## src/hw/rtl/assert_macros.svh

```systemverilog
// ----------------------------------------------------------------------------
// Assertion macros
// Concurrent assertion wrappers, clocked on clk_i and disabled in reset.
// ----------------------------------------------------------------------------
`ifndef ASSERT_MACROS_SVH
`define ASSERT_MACROS_SVH

`ifndef SYNTHESIS
`define AST_PROP(lbl, prop) \
  lbl: assert property (@(posedge clk_i) disable iff (!rst_ni) prop) \
    else $error("assertion failed");
`define AST_PROP_MSG(lbl, prop, msg) \
  lbl: assert property (@(posedge clk_i) disable iff (!rst_ni) prop) \
    else $error(msg);
`else
`define AST_PROP(lbl, prop)
`define AST_PROP_MSG(lbl, prop, msg)
`endif

`endif

```

## src/hw/rtl/tapf_pkg.sv

```systemverilog
// ----------------------------------------------------------------------------
// tapf_pkg
// Shared types and constants of the three-axis PI drive controller.
// ----------------------------------------------------------------------------
package tapf_pkg;

  localparam int unsigned NumAxes   = 3;
  localparam int unsigned GainW     = 16;
  localparam int unsigned PwmW      = 15;
  localparam int unsigned IntegW    = 16;
  localparam int unsigned SampleW   = 16;
  localparam int unsigned AccW      = 17;
  localparam int unsigned PosW      = 32;
  localparam int unsigned DriveW    = 16;
  localparam int unsigned CfgIdxW   = 3;
  localparam int unsigned CfgDataW  = 16;
  localparam int unsigned InDataW   = 2 * NumAxes * SampleW;
  localparam int unsigned OutDataW  = NumAxes * (DriveW + PosW);

  localparam logic [GainW-1:0]  KpReset    = 16'd14080;
  localparam logic [GainW-1:0]  KiDtReset  = 16'd461;
  localparam logic [GainW-1:0]  KffReset   = 16'd3072;
  localparam logic [PwmW-1:0]   PwmReset   = 15'd7200;
  localparam logic [IntegW-1:0] IntegReset = 16'd1800;

  typedef enum logic [1:0] {
    OP_UPDATE  = 2'd0,
    OP_CLR_POS = 2'd1,
    OP_CLR_ALL = 2'd2
  } op_e;

  typedef enum logic [CfgIdxW-1:0] {
    REG_KP    = 3'd0,
    REG_KI_DT = 3'd1,
    REG_KFF   = 3'd2,
    REG_PWM   = 3'd3,
    REG_INTEG = 3'd4
  } reg_idx_e;

  typedef enum logic [6:0] {
    ST_IDLE = 7'b0000001,
    ST_MUL  = 7'b0000010,
    ST_SUM  = 7'b0000100,
    ST_ACC  = 7'b0001000,
    ST_MUL2 = 7'b0010000,
    ST_DRV  = 7'b0100000,
    ST_OUT  = 7'b1000000
  } state_e;

  typedef struct packed {
    logic [GainW-1:0]  kp;
    logic [GainW-1:0]  ki_dt;
    logic [GainW-1:0]  kff;
    logic [PwmW-1:0]   pwm_limit;
    logic [IntegW-1:0] integ_limit;
  } gains_t;

  typedef struct packed {
    logic load;
    logic add_pos;
    logic clr_pos;
    logic clr_acc;
    logic mul1;
    logic sum;
    logic acc_upd;
    logic mul2;
    logic drv;
  } lane_ctrl_t;

endpackage

```

## src/hw/rtl/tapf_merge.sv

```systemverilog
// ----------------------------------------------------------------------------
// tapf_merge
// Gathers the lane results into one output transfer and holds it until the
// downstream side takes it.
// ----------------------------------------------------------------------------
module tapf_merge
  import tapf_pkg::*;
(
  input  logic                     clk_i,
  input  logic                     rst_ni,
  input  logic                     load_i,
  input  logic                     zero_i,
  input  logic signed [DriveW-1:0] drive_i [NumAxes],
  input  logic [PosW-1:0]          position_i [NumAxes],
  output logic                     can_load_o,
  output logic                     m_axis_tvalid,
  input  logic                     m_axis_tready,
  output logic [OutDataW-1:0]      m_axis_tdata
);

  logic                valid_q;
  logic [OutDataW-1:0] data_q, data_d;

  always_comb begin
    data_d = '0;
    for (int k = 0; k < NumAxes; k++) begin
      data_d[k*DriveW +: DriveW] = zero_i ? '0 : drive_i[k];
      data_d[NumAxes*DriveW + k*PosW +: PosW] = position_i[k];
    end
  end

  assign can_load_o = !valid_q || m_axis_tready;

  always_ff @(posedge clk_i or negedge rst_ni) begin
    if (!rst_ni) begin
      valid_q <= 1'b0;
    end else if (load_i) begin
      valid_q <= 1'b1;
    end else if (m_axis_tready) begin
      valid_q <= 1'b0;
    end
  end

  always_ff @(posedge clk_i) begin
    if (load_i) begin
      data_q <= data_d;
    end
  end

  assign m_axis_tvalid = valid_q;
  assign m_axis_tdata  = data_q;

endmodule

```

## config.mk

```make
export PLATFORM = sky130hd
export DESIGN_NAME = tapf_merge
export DESIGN_NICKNAME = d
export VERILOG_FILES = /design/src/hw/rtl/assert_macros.svh /design/src/hw/rtl/tapf_pkg.sv /design/src/hw/rtl/tapf_merge.sv
export SDC_FILE = /design/constraint.sdc
export NUM_CORES = 1
export LEC_CHECK = 0
export ABC_AREA = 1
export BUFFER_PORTS_ARGS = -buffer_cell sky130_fd_sc_hd__buf_2
export CAP_MARGIN = 10
export CORE_ASPECT_RATIO = 0.9
export CORE_MARGIN = 10
export CORE_UTILIZATION = 40
export CTS_CLUSTER_DIAMETER = 100
export DETAILED_ROUTE_END_ITERATION = 8
export GPL_ROUTABILITY_DRIVEN = 0
export PLACE_DENSITY = 0.75
export SLEW_MARGIN = 20
export SYNTH_ARGS = -nofsm -noshare
export SYNTH_HDL_FRONTEND = slang
export SYNTH_SLANG_ARGS = --single-unit
```

## constraint.sdc

```tcl
create_clock -name clk_i -period 1.1 [get_ports clk_i]
set_input_delay 0.165 -clock clk_i [delete_from_list [all_inputs] [get_ports clk_i]]
set_output_delay 0.165 -clock clk_i [all_outputs]
set_load 0.01 [all_outputs]
```

**Word level (Yosys, flattened, before mapping)**

Index checks and enable logic that the tools add are counted.
W data, S select, Z words.

- ROM bits: 0
- Input bits: 149
- Output and inout bits: 146
- Latch bits: 0
- Memories kept: 0
- Logic and storage cells: 8
- RAM bits: 0
- Register bits: 145

- Divide/modulo/power cells: 0
- Equality and inequality tests: 0
- Bitwise logic cells: 0
- Add/sub/neg operators: 0
- Magnitude comparators: 0
- Muxes and demuxes: 2
- $mul: 0
- Shift operators: 0
- Reduce and logical (&&, ||, !) cells: 3

Operators by type and width:

| cell | number |
|---|---|
| $mux W1 | 2 |
| $reduce_bool A2 Y1 | 1 |
| $logic_not A1 Y1 | 1 |
| $logic_or A1 B1 Y1 | 1 |

**Depth between registers and ports, before layout**

- Depth in word-level cells: 2
- Gate-level depth with buffers: 3
- Gate-level depth less buffers: 3

**Worst setup path before layout**

No wires, ideal clock.

- Kind: register to register
- Start: register m_axis_tvalid (netlist name)
- End: register valid_q, in the netlist m_axis_tvalid
- Required time: 0.977 ns
- Buffers on the path: 0
- Clock period less this slack: 0.702 ns
- Data arrival time: 0.579 ns
- Library setup time: 0.123 ns
- Stages on the path, launching flop included: 3
- Slack: 0.398 ns
- Path through: dfrtp_1 -> nand2_1 -> nand2_1

RTL lines:

| item | RTL line | text |
|---|---|---|
| end signal: assignment | tapf_merge.sv:36 | `valid_q <= 1'b0;` |
| end signal: assignment | tapf_merge.sv:38 | `valid_q <= 1'b1;` |
| end signal: assignment | tapf_merge.sv:40 | `valid_q <= 1'b0;` |
| end: declaration | tapf_merge.sv:21 | `logic valid_q;` |

==> summary.md <==
| Metric | Value |
|---|---|
| Status | complete, but fails checks |
| Failing checks | negative setup slack |
| Critical path arrival | 1570 ps |
| Largest net degree at the start of global routing | 49 |
| Starting density of the core | 41.4% |
| Initial antenna violation count | 2 |
| Rows | 37 |
| Wire length per cell after detailed routing | 19.4 µm |
| CTS sink cnt | 145 |
| Combinational power share | 11.3% |
| Clk buf depth | 2 |
| Die height | about 120 µm |
| RSZ-0062 raised after global routing | true |
| CTS clk-pin slew, worst paths | 60 ps |
| Die area | 16700 µm² |
| Max FO, Critical Path | 2 |
| Synthesized cell area | 4770 µm² |
| DR pass1 iterations | 5 |
| Switching part of the total | 21.6% |
| Fin crit period | 1210 ps |
| Cell variety after synth | 7 |
| Clk Latency, worst-skew pair | 410 ps |
| Post-synthesis cell count | between 200 and 300 |
| Clk root buf | clkbuf_16 |
| VDD IR max | approximately 1200 µV |
| Clock skew | 0 ps |
| Crit end category | register |
| Worst hold path class | input pin to register |
| First-pass GRT wire length | 23400 µm |
| Nets@finish | between 800 and 900 |
| Initial DRC count | between 200 and 300 |
| R2r setup slk | -110 ps |
| Cell-internal power | approximately 11 mW |
| CTS tree | yes |
| Core Region | 11500 µm² |
| DRT Wirelength | between 15000 and 20000 µm |
| GR Util met3 | 9.34% |
| Seq/Total Area, Yosys | 91.2% |
| Clk network pwr share | between 40% and 50% |
| Setup TNS | -979 ps |
| Min-delay src | drive_i[47] |
| Most Crowded Layer GR | met2 |
| Worst Hold Endpoint | m_axis_tdata[15] |
| H-Tree Depth | 4 |
| Most frequent cells in the layout | buf_2, edfxtp_1, dlygate4sd3_1 |
| Syn_nets | 399 |
| Layout cells sized above 1 | about half |
| Vias in the first global route | 3990 |
| Max cap viols | 0 |
| Crit path kind | register to register |
| Sequential share of power | between 40% and 50% |
| Worst r2r src | m_axis_tvalid |
| Total gr overflow | 0 |
| Mapped Avg Cell Area | around 19 µm² |
| Final number of hold-violating endpoints | 0 |
| Layout Cells excl Fill | 838 |
| Relative slew slack | roughly 85% |
| Vias | around 3700 |
| Post-place setup slack | 167 ps |
| Worst Setup Start Kind | register |
| Ports | 295 |
| Max-slew violations | 0 |
| Pwr Density | 1710 nW/µm² |
| Fillers | about 740 |
| Final setup vio count | 54 |
| Most common cell after layout, fill and taps aside | buf_2 |
| Number of I/O port buffers | between 200 and 300 |
| Period utilization | 110% |
| Worst R2R End | m_axis_tvalid |
| Cells after DPL | between 700 and 800 |
| Worst EP required | 1460 ps |
| Cts bufs inserted | 17 |
| Met2 Use GR | 34.2% |
| Residual DRC count | 0 |
| Lkg Pwr | about 3.7 nW |
| Hold slack | 33.5 ps |
| Fmax | slightly above 800 MHz |
| #FFs+latches synth | 145 |
| Final WS setup | -112 ps |
| Cell count of the worst reg-to-reg path | 7 |
| Die Wd | between 100 and 150 µm |
| Net Switching | 3.01 mW |
| Synth warn | 0 |
| Worst hold stages | 3 |
| Synth-to-Final Area Change | 70.7% |
| DRT antenna net count | 0 |
| Via/cell ratio | 4.38 |
| Met1 Use GR | a little under a fifth |
| Worst slew pin tran | 228 ps |
| Detailed placement HPWL | 11200 µm |
| Tot GR Track Use | 18.8% |
## cell type report
cell class	count	area, µm²	share of cell area [%]
tap	156	195	2.40
sequential	145	4350	53.4
timing repair buffer	404	2630	32.4
inverter	50	188	2.31
multi-input combinational	50	193	2.37
clock buffer	20	437	5.37
clock inverter	12	141	1.74
antenna	1	2.50	0.0307
## what timing repair did
action | 4_1_cts | 5_1_grt
hold endpoints to repair | 97 | 0
gates resized for setup | 0 | 14
endpoints found under the setup margin | 119 | 147
pin swaps | 1 | 0
buffers inserted | 5 | 0
hold buffers | 97 | 0
## synthesized netlist by cell type
cell / instances / area [µm²]
nor2_1: 48 / 180
dfrtp_1: 1 / 25.0
edfxtp_1: 144 / 4320
buf_2: 2 / 10.0
nand2_1: 2 / 7.51
inv_1: 50 / 188
buf_6: 3 / 33.8
## sequential cells by signal, summed over array words and instances, names as in the netlist
name / count
m_axis_tdata: 144
m_axis_tvalid: 1
## power by group through the flow
stage          clock network (mW)  registers, mW  logic [mW]
6_report                     5.63           6.69        1.58
5_1_grt                      5.99           6.72        1.71
4_1_cts                      5.69           6.68        1.55
3_5_place_dp                    0           6.79        1.25
3_3_place_gp                    0           6.77        1.22
2_1_floorplan                   0           7.04       0.103
## how the worst max path moves through the flow
| stage | slack [ps] | to | depth (start not counted) | startpoint |
|---|---|---|---|---|
| after global routing | -120 | m_axis_tvalid | 7 | m_axis_tvalid |
| after CTS | -80 | can_load_o | 2 | m_axis_tvalid |
| after global placement | 180 | m_axis_tdata[101] | 2 | load_i |
| final | -110 | m_axis_tvalid | 7 | m_axis_tvalid |
| after detailed placement | 170 | m_axis_tdata[62] | 2 | load_i |
| after floorplan | 400 | m_axis_tvalid | 2 | m_axis_tvalid |
## stage by stage
step                      total power, mW  cell area [µm²]  utilization (%)
after CTS                            13.9             8080             70.1
after detailed placement             8.03             6490             56.3
after global placement               7.98             6490             56.3
after global routing                 14.4             8140             70.6
final                                13.9             8140             70.6
after floorplan                      7.14             4770                -
## critical path, cell delays in order (launching register included)
cell and delay (ps):
dfrtp_1 390, nand2_2 90, buf_4 140, buf_4 120
buf_4 120, buf_4 130, buf_4 120, nand2_2 40
## per-layer routing
metal  part of all wire, %  vias up
li1                      -     1695
met1                    34     1744
met2                    55      212
met3                    10       21
met4                  0.83        2
met5                  0.12        -
## cells by family after synthesis
logic type             count (synthesis)  share of synthesized area (%)
buffers and inverters                 55                           4.85
AND/OR/NAND/NOR                       50                           3.94
flip-flops                           145                           91.2
(Power assumes the default switching activity.)
